$ cat src/hw/rtl/ibpa_ram.sv
module ibpa_ram #(
    parameter int WIDTH = 8,
    parameter int DEPTH = 256
) (
    input  logic                     i_clk,
    input  logic                     i_we,
    input  logic [$clog2(DEPTH)-1:0] i_waddr,
    input  logic [WIDTH-1:0]         i_wdata,
    input  logic [$clog2(DEPTH)-1:0] i_raddr,
    output logic [WIDTH-1:0]         o_rdata
);

    logic [WIDTH-1:0] r_mem [DEPTH];
    logic [WIDTH-1:0] r_rdata;

    always_ff @(posedge i_clk) begin
        if (i_we) begin
            r_mem[i_waddr] <= i_wdata;
        end
        r_rdata <= r_mem[i_raddr];
    end

    assign o_rdata = r_rdata;

endmodule

$ cat config.mk
export PLATFORM = sky130hd
export DESIGN_NAME = ibpa_ram
export DESIGN_NICKNAME = d
export VERILOG_FILES = /design/src/hw/rtl/ibpa_ram.sv
export SDC_FILE = /design/constraint.sdc
export NUM_CORES = 2
export LEC_CHECK = 0
export ABC_CLOCK_PERIOD_IN_PS = 2800
export BUFFER_PORTS_ARGS = -buffer_cell sky130_fd_sc_hd__buf_2
export CORE_AREA = 2 2 402 404
export DETAILED_ROUTE_END_ITERATION = 6
export DIE_AREA = 0 0 404 406
export GPL_ROUTABILITY_DRIVEN = 0
export MAX_ROUTING_LAYER = met4
export PLACE_DENSITY = 0.65
export SYNTH_ARGS = -nofsm -noshare
export SYNTH_HDL_FRONTEND = slang
export SYNTH_SLANG_ARGS = --single-unit
$ cat constraint.sdc
create_clock -name i_clk -period 2.8 [get_ports i_clk]
set_input_delay 0.28 -clock i_clk [delete_from_list [all_inputs] [get_ports i_clk]]
set_output_delay 0.28 -clock i_clk [all_outputs]
set_load 0.01 [all_outputs]
* Word level (Yosys, flattened, before mapping)
Memories as Yosys holds them, arrays and structs flattened. A register that Yosys moved wholly into a read port is not among the register bits.
Index checks and enable logic that the tools add are counted.
** Cells by class
- Multiplexer cells :: 2
** Operator list (number)
- 1-bit two-way mux :: 2
** Word-level totals
- Memory bits (writable) :: 2048
- Input port bits :: 26
- Memories :: 1
- Logic and storage cells :: 3
- Flip-flop bits (word level) :: 0
- Output and inout port bits :: 8
** Memory list
- r_mem :: depth 256, bits a word 8, read ports 1, clocked after memory_dff 1, wr ports 1, RTL line 13 : logic [WIDTH-1:0] r_mem [DEPTH];

* Depth between registers and ports, before layout
- Depth in word-level cells :: 2
- Mapped depth :: 11
- Depth with buffers taken out :: 6

* Worst setup path after synthesis
No wires, ideal clock.
- Path kind :: in2reg
- From :: input i_raddr[0]
- To :: register r_rdata[2], in the netlist o_rdata[2], read port of r_mem
- Path buffers :: 4
- Library setup time :: 0.131 ns
- Arrival time :: 2.087 ns
- Path slack :: 0.582 ns
- Stages :: 9
- Data required time :: 2.669 ns
- Path through :: buf_6 buf_12 buf_8 buf_2 mux4_2 a22oi_1 a21oi_1 nor4_1 nor4_2
** RTL lines
- start: declaration :: RTL line 9 : input logic [$clog2(DEPTH)-1:0] i_raddr,
- end: declaration :: RTL line 14 : logic [WIDTH-1:0] r_rdata;

==> reports/qor.yml <==
worst_hold_path:
  min_path_type: "input pin to flop"
die:
  rows: 147
  die-area_mm2: 0.164
  core_area_mm2: 0.160
  die-width_um: 404
  io_pins: 34
  initial_core_util_pct: 49.8
  die_h_um: 406
yosys:
  syn-cell-area_mm2: 0.0796
  ys_seq_elements: 2056
  synth_edf_count: 2048
  avgSynthCellArea_um2: 21.3
  yosysMostFrequentCell: "edfxtp_1"
  yosysSeqAreaShare_pct: 77.5
  async_flop_share_pct: 0
  synthCells: 3733
  synth_commonest_cells: "2048 x edfxtp_1, 454 x mux4_2, 282 x nor2_1, 134 x mux2i_1, 133 x a22oi_1"
  synth_fp_nets: 3759
  synth_warnings: 0
  synth.area.top_cells: "edfxtp_1 77%, mux4_2 13%, mux2i_1 1.7%"
  netlist.area_leader.share_pct: 77.3
  ys_types: 55
  yosys.area.top_type: "edfxtp_1"
  synth_top_flop_cell: "edfxtp_1"
detailed_routing:
  routedWlPerCell_um: 30.3
  antenna_left: 0
  drt_iter0_markers: 5206
  drc: 0
  dr.pass1.iters: 6
  vias: 40500
  vias_per_cell: 6.18
  wl_mm: 199
final_layout:
  drive_gt1_share_pct: 30.2
  nNetsFinal: 4325
  final_util_pct: 58.0
  syn2layout_area_growth_pct: 16.3
  fill_cells: 11500
  stdcell_count: 6559
  multi_input_area_mm2: 0.0165
  finalInstanceArea_mm2: 0.0925
  ff_latch_area_mm2: 0.0617
flow_run:
  drv_cap: 0
cts:
  numCtsBuffers: 199
  cts_root_buf: "clkbuf_16"
  path_clk_slew_ps: 60
  clock-sinks: 2056
  cts_buffer_depth: 3
  cts_tree: "yes"
  cts_htree_levels: 4
  clkLatencyLatePin_ps: 840
global_routing:
  grt_pass1_wl_mm: 286
  antenna_found_initial: 5
  grt_pass1_vias: 40000
  grt_max_degree: 104
  grt.overflow.total: 0
  gr-usage-all-layers_pct: 25.1
pwr:
  cellLeakagePower_nw: 29.7
  p_per_area_mw_per_mm2: 691
  ir_drop_v: 0.000604
place:
  placed_area_mm2: 0.0860
  dpl.hpwl_mm: 126
  dpl.cell_count: 6179
  numPortBuffers: 33
critical_path:
  critical_path_required_ps: 3480
  end_kind: "flop"
  cp_max_fo: 1
  cp.arrival_ps: 3410
  startpoint_type: "flop"
  path_class: "flop to flop"
sta:
  tightest_slew_ps: 1280
  finalHoldViolCount: 0
  skew_ps: 37.5
  post-route-min-period_ps: 2740
  grt_setup_unrepaired: "no"
  slew_headroom_pct: 14.8
  timing.fmax_ghz: 0.365
  fin_crit_sh_pct: 97.7
  setup_viol: 0
  slew_violations: 0
outcome:
  status: "finished clean"
layer usage:
layer / up-vias / GRT usage [%] / routed length (um)
li1: 16800 / - / -
met1: 21400 / 35.7 / 81300
met2: 1984 / 38.0 / 94800
met3: 282 / 4.74 / 18000
met4: 0 / 6.29 / 4680
met5: - / - / 0
worst max-delay path, stage by stage, from the launching register on:
cell and delay, ps:
edfxtp_1 360, mux4_2 520, mux4_2 480, nor2b_1 150, nor4_1 910, nor4_1 150
sequential cells by signal, summed over array words and instances (netlist names):
| name | count |
|---|---|
| o_rdata | 8 |
| r_mem | 2048 |
where the power goes:
group          internal (mW)  switching [mW]  leakage (nW)
logic                   1.31            2.08          8.10
clock network           15.2            11.4          3.16
registers               33.9          0.0756          18.5
total                   50.4            13.6          29.7
timing repair:
| action | 4_1_cts | 5_1_grt |
|---|---|---|
| endpoints found under the setup margin | 1 | 1 |
| endpoints found under the hold margin | 325 | 0 |
| buffers inserted | 0 | 0 |
| hold buffers | 5 | 0 |
| gates resized for setup | 1 | 1 |
cells by family (layout without fill, tap and decap cells):
group	after synthesis	count (layout)	share of synthesized area (%)
other	0	4	0
AOI/OAI and AO/OA	385	385	3.42
buffers and inverters	235	971	1.83
DFF	2056	2056	77.5
muxes	591	591	14.6
and+or+nand+nor	466	466	2.63
through the flow:
step	hold WS (ps)	setup TNS (ps)	total power, mW	setup slack, ps
2_1_floorplan	379	0	36.3	582
3_3_place_gp	777	-4080	38.0	-828
3_5_place_dp	792	-4330	38.1	-874
4_1_cts	7.46	0	64.4	6.10
5_1_grt	13.8	0	65.7	21.9
6_report	8.52	0	64.0	63.6
area by class of cell:
cell class,instances,share of cell area [%]
flip-flops and latches,2056,66.6
multi-input cells,1442,17.8
repair buffers,598,5.68
clock buffers,244,5.68
well taps,2086,2.82
clock inverters,127,1.34
diodes,4,0.0108
inverters,2,0.00811
final timing paths:
path	start	endpoint	slack [ps]	depth (start not counted)
setup reg to reg	r_mem[67][1]$_DFFE_PP_	o_rdata[1]$_DFF_P_	60	5
hold reg to reg	r_mem[5][0]$_DFFE_PP_	o_rdata[0]$_DFF_P_	1130	6
setup / recovery	r_mem[67][1]$_DFFE_PP_	o_rdata[1]$_DFF_P_	60	5
hold / removal	i_wdata[5]	r_mem[226][5]$_DFFE_PP_	9	1
placed cells by master, fill, tap and decap left out, types with 28 or more instances in the layout:
cell	instances
a21oi_1	96
a22oi_1	133
buf_12	59
buf_4	502
clkbuf_1	38
clkbuf_16	202
clkinv_1	53
clkinv_2	33
edfxtp_1	2048
mux2i_1	134
mux4_2	454
nand2_1	33
nand3_1	34
nor2_1	279
nor2b_1	28
o221ai_1	46
o22ai_1	28
No activity file was read; power rests on OpenSTA's default activity.
