==> src/hw/rtl/ibpa_pkg.sv <==
package ibpa_pkg;

    localparam int STORE_BYTES = 65536;
    localparam int STORE_AW    = $clog2(STORE_BYTES);
    localparam int MAX_PLANES  = 8;

    // operation codes
    localparam logic [1:0] FN_RD_PIX = 2'd0;
    localparam logic [1:0] FN_WR_PIX = 2'd1;
    localparam logic [1:0] FN_RD_BIT = 2'd2;
    localparam logic [1:0] FN_WR_BIT = 2'd3;

    // configuration register indexes
    localparam logic [1:0] CFG_BASE  = 2'd0;
    localparam logic [1:0] CFG_WPR   = 2'd1;
    localparam logic [1:0] CFG_PLN   = 2'd2;

    localparam int CFG_DW = 16;

    typedef struct packed {
        logic [1:0]  func;
        logic [11:0] x;
        logic [11:0] y;
        logic [2:0]  plane;
        logic [7:0]  value;
    } t_req;

    typedef struct packed {
        logic [15:0] byte_address;
        logic [7:0]  bit_mask;
        logic [7:0]  read_value;
    } t_res;

endpackage

==> src/hw/rtl/ibpa_mac.sv <==
module ibpa_mac import ibpa_pkg::*; (
    input  logic                i_clk,
    input  logic                i_load,
    input  logic [STORE_AW-1:0] i_a,
    input  logic [8:0]          i_b,
    input  logic [STORE_AW-1:0] i_c,
    output logic [STORE_AW-1:0] o_y
);

    logic [STORE_AW+8:0]  w_prod;
    logic [STORE_AW-1:0]  n_y;
    logic [STORE_AW-1:0]  r_y;

    // product and sum wrap to the store size
    assign w_prod = {9'd0, i_a} * {{STORE_AW{1'b0}}, i_b};
    assign n_y    = w_prod[STORE_AW-1:0] + i_c;

    always_ff @(posedge i_clk) begin
        if (i_load) begin
            r_y <= n_y;
        end
    end

    assign o_y = r_y;

endmodule

==> config.mk <==
export PLATFORM = sky130hd
export DESIGN_NAME = ibpa_mac
export DESIGN_NICKNAME = d
export VERILOG_FILES = /design/src/hw/rtl/ibpa_pkg.sv /design/src/hw/rtl/ibpa_mac.sv
export SDC_FILE = /design/constraint.sdc
export NUM_CORES = 1
export LEC_CHECK = 0
export ABC_AREA = 1
export BUFFER_PORTS_ARGS = -buffer_cell sky130_fd_sc_hd__buf_4
export CAP_MARGIN = 0
export CORE_UTILIZATION = 51
export CTS_CLUSTER_DIAMETER = 80
export DETAILED_ROUTE_END_ITERATION = 10
export PLACE_DENSITY = 0.72
export SLEW_MARGIN = 20
export SYNTH_ARGS = -nofsm -noshare
export SYNTH_HDL_FRONTEND = slang
export SYNTH_SLANG_ARGS = --single-unit
==> constraint.sdc <==
create_clock -name i_clk -period 13.8 [get_ports i_clk]
set_input_delay 1.38 -clock i_clk [delete_from_list [all_inputs] [get_ports i_clk]]
set_output_delay 1.38 -clock i_clk [all_outputs]
set_load 0.005 [all_outputs]
* Word level (Yosys, flattened, before mapping)
Cells that the tools add are included.
** Word-level totals
- Bits in registers :: 16
- Input bits :: 43
- Output and inout port bits :: 16
- Logic and storage cells :: 3
** Operators by class
- $add $sub $neg :: 1
- Multipliers :: 1
** Operator list (number)
- 16-bit adder :: 1
- 16-bit by 9-bit multiplier with 16-bit output :: 1

* Logic depth before layout (Yosys ltp)
- Word-level depth :: 2
- Gate-level depth with buffers :: 23
- Gate-level depth less buffers :: 22

* Worst setup path before layout
Ideal clock, no wire load.
- Path type :: input -> register
- Start point :: in i_b[0]
- End point :: reg r_y[10], in the netlist o_y[10], data pin
- Setup time :: 259 ps
- Arrival :: 5570 ps
- Data required time :: 13541 ps
- Setup slack :: 7971 ps
- Stages on the path :: 20
- Buffers on the path :: 2
- Cell sequence :: buf_4 clkbuf_1 nand2_1 fa_1 inv_1 fa_1 inv_1 fa_1 inv_1 fa_1 inv_1 fa_1 inv_1 ha_1 a21oi_1 o21ai_1 a21o_1 nand3_1 nand2_1 xor2_1
** On the way
- Longest elaborated chain between the ends :: 2
** RTL lines
- start: declaration :: RTL line ibpa_mac.sv:5 : input logic [8:0] i_b,
- 16-bit by 9-bit multiplier with 16-bit output :: RTL line ibpa_mac.sv:15 : assign w_prod = {9'd0, i_a} * {{STORE_AW{1'b0}}, i_b};
- 16-bit adder :: RTL line ibpa_mac.sv:16 : assign n_y = w_prod[STORE_AW-1:0] + i_c;
- named net n_y[10] :: RTL line ibpa_mac.sv:11 : logic [STORE_AW-1:0] n_y;
- end signal: assignment :: RTL line ibpa_mac.sv:20 : r_y <= n_y;
- end: declaration :: RTL line ibpa_mac.sv:12 : logic [STORE_AW-1:0] r_y;
The timed path passes the listed nets, and every way through them passes these cells.
A chain may end at the register's enable or synchronous reset.

* Worst setup path after layout
Ends and elaborated chain as after synthesis.

==> run summary <==
========================================================================================================
CTS tree                                                                                             yes
Non-filler cells, final                                                                              688
Largest cells by area after synthesis                                                       sky130_fd_sc_hd__fa_1 (37%), sky130_fd_sc_hd__inv_1 (15%), sky130_fd_sc_hd__nand2_1 (14%)
Worst min-delay path class                                                                        in2reg
Post-Synthesis Mean Instance Area                                                              7.751 um2
Die ar.                                                                                         8635 um2
Routability congestion estimate                                                                   0.8804
Via count of the first global-routing pass                                                         3,586
Synthesis-to-finish area growth                                                                   12.26%
Sw Ratio                                                                                          50.55%
Number of buffers added by the clock tree synthesis step                                               3
Sum of net half-perimeters after detailed placement                                             7.337 mm
Placed Cells incl. Taps                                                                              684
Iter 0 DRT Violations                                                                                142
Total count of hold-check failures in the final report                                                 0
Post-synthesis instance area                                                                    4217 um2
Headroom to the max-slew limit                                                                    76.78%
Library cell contributing the largest single delay on the critical path                     sky130_fd_sc_hd__fa_1
Rows                                                                                                  32
Post-route DRC                                                                                         0
Number of instances in the synthesized netlist                                                       544
Post-layout net count                                                                                739
Number of I/O pins                                                                                    59
Post-CTS clock slew at the launch and capture registers of the worst setup and hold paths        0.07 ns
Outcome                                                                                     finished clean
Share of layout cells above drive strength 1                                                      12.46%
Cell Area, Placed                                                                               4688 um2
Sequential area share after synthesis                                                             11.39%
Achievable frequency                                                                          0.1788 GHz
Final setup violation count                                                                            0
Number of flip-flops in the largest register                                                          16
Pwr Density                                                                                 198.8 nW/um2
Critical path launch point type                                                                input pin
Data arrival at the endpoint of the critical path                                                5.59 ns
Number of setup buffers added after CTS                                                                0
Number of antenna violations at the first check in global routing                                      0
Largest net degree at the start of global routing                                                     18
Routed length per instance                                                                      12.00 um
Post-synthesis sequential element count                                                               16
Count of inserted antenna diode cells                                                                  0
Clock share of power                                                                                3.7%
Number of buffers on the longest clock path                                                            2
Gates resized, CTS repair                                                                              0
Worst Hold Slack                                                                                1.442 ns
Initial core utilization                                                                          53.73%
Unrepaired setup endpoints after global routing                                                       no
Number of warnings issued by yosys                                                                     0
Library cell occupying the most area in the post-synthesis netlist                          sky130_fd_sc_hd__fa_1
Yosys top cell area share                                                                         37.03%
Final Cycle Share                                                                                 40.52%
Type of destination of the critical path                                                            flop
Vias                                                                                               3,292
Overall Global Routing Usage                                                                      22.44%
Clock Root Buffer                                                                           sky130_fd_sc_hd__clkbuf_8
Layout fillers                                                                                       761
Worst voltage drop across the vdd grid                                                          147.3 uV
Seq pwr share                                                                                      13.3%
Critical path class                                                                               in2reg
Total Negative Setup Slacks                                                                         0 ns
First-pass iteration count of the detailed router                                                      5
Die Span X                                                                                      92.93 um
Aggregate global routing overflow                                                                      0
Global-route wire length before repair                                                          15.34 mm
Height of the die                                                                               92.93 um
Final min period                                                                                5.591 ns
CTS sink cnt                                                                                          16
Final critical-path setup slack                                                                 8.209 ns
Reported net switching power                                                                   0.4757 mW
Summed area of non-filler cells in the final layout                                             4733 um2
Count of cell types in the netlist                                                                    28
Nets in the synthesized netlist                                                                      696
Worst Path Max Fanout                                                                                 17
Longest individual stage delay on the worst path                                                 0.54 ns
Via count normalized by instance count                                                             4.785
Final WL                                                                                        8.254 mm
Cell internal pwr                                                                              0.4654 mW
Number of nets still failing antenna checks after routing                                              0
Pre-CTS setup slack                                                                             7.959 ns
Logic pwr share                                                                                    82.9%
Total core area                                                                                 7848 um2
Number of max-cap violations                                                                           0
Final count of pins violating max slew                                                                 0
CTS hold repair buffers                                                                                0
Ordered list of cells on the worst path                                                     buf_4, nand2_1, fa_1, inv_1, fa_1, inv_1, fa_1, inv_1, fa_1, inv_1, fa_1, inv_1, ha_1, a21oi_1, o21ai_1, a21o_1, nand3_1, nand2_1, xor2_1
Leakage power figure                                                                            2.949 nW
Required arrival time at the worst endpoint                                                     13.80 ns
Number of port buffers                                                                                58
Tightest Pin Transition                                                                        0.3459 ns
H-tree depth                                                                                           1
========================================================================================================
power groups by stage:
stage / Combinational [mW] / Clock [mW] / Sequential, mW
final: 0.780 / 0.0353 / 0.125
after CTS: 0.789 / 0.0359 / 0.126
after floorplan: 0.592 / 0 / 0.129
after detailed placement: 0.785 / 0 / 0.127
after global routing: 0.914 / 0.0385 / 0.128
after global placement: 0.764 / 0 / 0.126
final cells by class:
| cell class | count | area, um2 | area share (%) |
|---|---|---|---|
| clock buffer | 3 | 41.29 | 0.8723 |
| clock inverter | 1 | 3.754 | 0.07930 |
| inverter | 172 | 645.6 | 13.64 |
| multi-input combinational | 336 | 2999 | 63.36 |
| sequential | 16 | 480.5 | 10.15 |
| tap | 102 | 127.6 | 2.696 |
| timing repair buffer | 58 | 435.4 | 9.199 |
critical path: cells and delay by family:
kind	cells	cell delay [ns]
fa+ha+maj	6	2.84
compound gates	3	0.54
buf+inv	6	0.44
simple gates	3	0.25
xor+xnor	1	0.14
synthesized netlist by cell type:
cell type,instances
sky130_fd_sc_hd__inv_1,169
sky130_fd_sc_hd__nand2_1,152
sky130_fd_sc_hd__fa_1,78
sky130_fd_sc_hd__ha_1,31
sky130_fd_sc_hd__nand3_1,19
sky130_fd_sc_hd__edfxtp_1,16
sky130_fd_sc_hd__clkbuf_1,13
sky130_fd_sc_hd__a21oi_1,11
sky130_fd_sc_hd__xor2_1,10
sky130_fd_sc_hd__nand2_2,7
sky130_fd_sc_hd__nor2_1,5
sky130_fd_sc_hd__xnor2_1,5
sky130_fd_sc_hd__buf_2,4
sky130_fd_sc_hd__nand3_2,4
sky130_fd_sc_hd__a21o_1,3
sky130_fd_sc_hd__buf_4,3
sky130_fd_sc_hd__clkinv_1,2
sky130_fd_sc_hd__o21ai_1,2
sky130_fd_sc_hd__a221oi_1,1
sky130_fd_sc_hd__a31oi_1,1
sky130_fd_sc_hd__inv_2,1
sky130_fd_sc_hd__nand3b_1,1
sky130_fd_sc_hd__nor3_1,1
sky130_fd_sc_hd__o2111ai_1,1
sky130_fd_sc_hd__o21a_1,1
sky130_fd_sc_hd__o21ai_0,1
sky130_fd_sc_hd__o31ai_1,1
sky130_fd_sc_hd__or2_0,1
final timing paths:
kind              slack (ns)      end  depth (start not counted)   start
setup / recovery        8.21  o_y[10]                         19  i_b[0]
hold / removal          1.44   o_y[0]                          2  i_c[0]
stage by stage:
stage / power (mW) / utilization, %
3_3_place_gp: 0.8896 / 59.74
3_5_place_dp: 0.9119 / 59.74
6_report: 0.9411 / 60.32
4_1_cts: 0.9506 / 60.32
2_1_floorplan: 0.7206 / -
5_1_grt: 1.080 / 60.32
placed cells by master (no fill, tap or decap), types with 2 or more instances in the layout:
cell	Yosys	final
sky130_fd_sc_hd__nor2_1	5	5
sky130_fd_sc_hd__nand2_1	152	152
sky130_fd_sc_hd__clkbuf_8	0	3
sky130_fd_sc_hd__nand2_2	7	7
sky130_fd_sc_hd__fa_1	78	78
sky130_fd_sc_hd__nand3_1	19	19
sky130_fd_sc_hd__inv_1	169	169
sky130_fd_sc_hd__a21o_1	3	3
sky130_fd_sc_hd__edfxtp_1	16	16
sky130_fd_sc_hd__clkinv_1	2	3
sky130_fd_sc_hd__nand3_2	4	4
sky130_fd_sc_hd__xor2_1	10	10
sky130_fd_sc_hd__buf_4	3	58
sky130_fd_sc_hd__a21oi_1	11	11
sky130_fd_sc_hd__xnor2_1	5	5
sky130_fd_sc_hd__o21ai_1	2	2
sky130_fd_sc_hd__ha_1	31	31
metal layers:
metal / global-route usage (%) / vias up / share of wire (%)
met5: 0 / - / 0
met4: 4.231 / 0 / 2.0
met3: 2.135 / 13 / 3.8
met2: 42.10 / 77 / 52
met1: 27.99 / 1577 / 42
li1: - / 1625 / -
logic make-up (layout without fill, tap and decap cells):
family / Yosys count / in the layout / share of synthesized area [%]
compound gates: 22 / 22 / 3.116
xor+xnor: 15 / 15 / 3.116
fa+ha+maj: 109 / 109 / 46.23
buf+inv: 192 / 234 / 17.48
flops: 16 / 16 / 11.39
simple gates: 190 / 190 / 18.66
(Power assumes the default switching activity.)
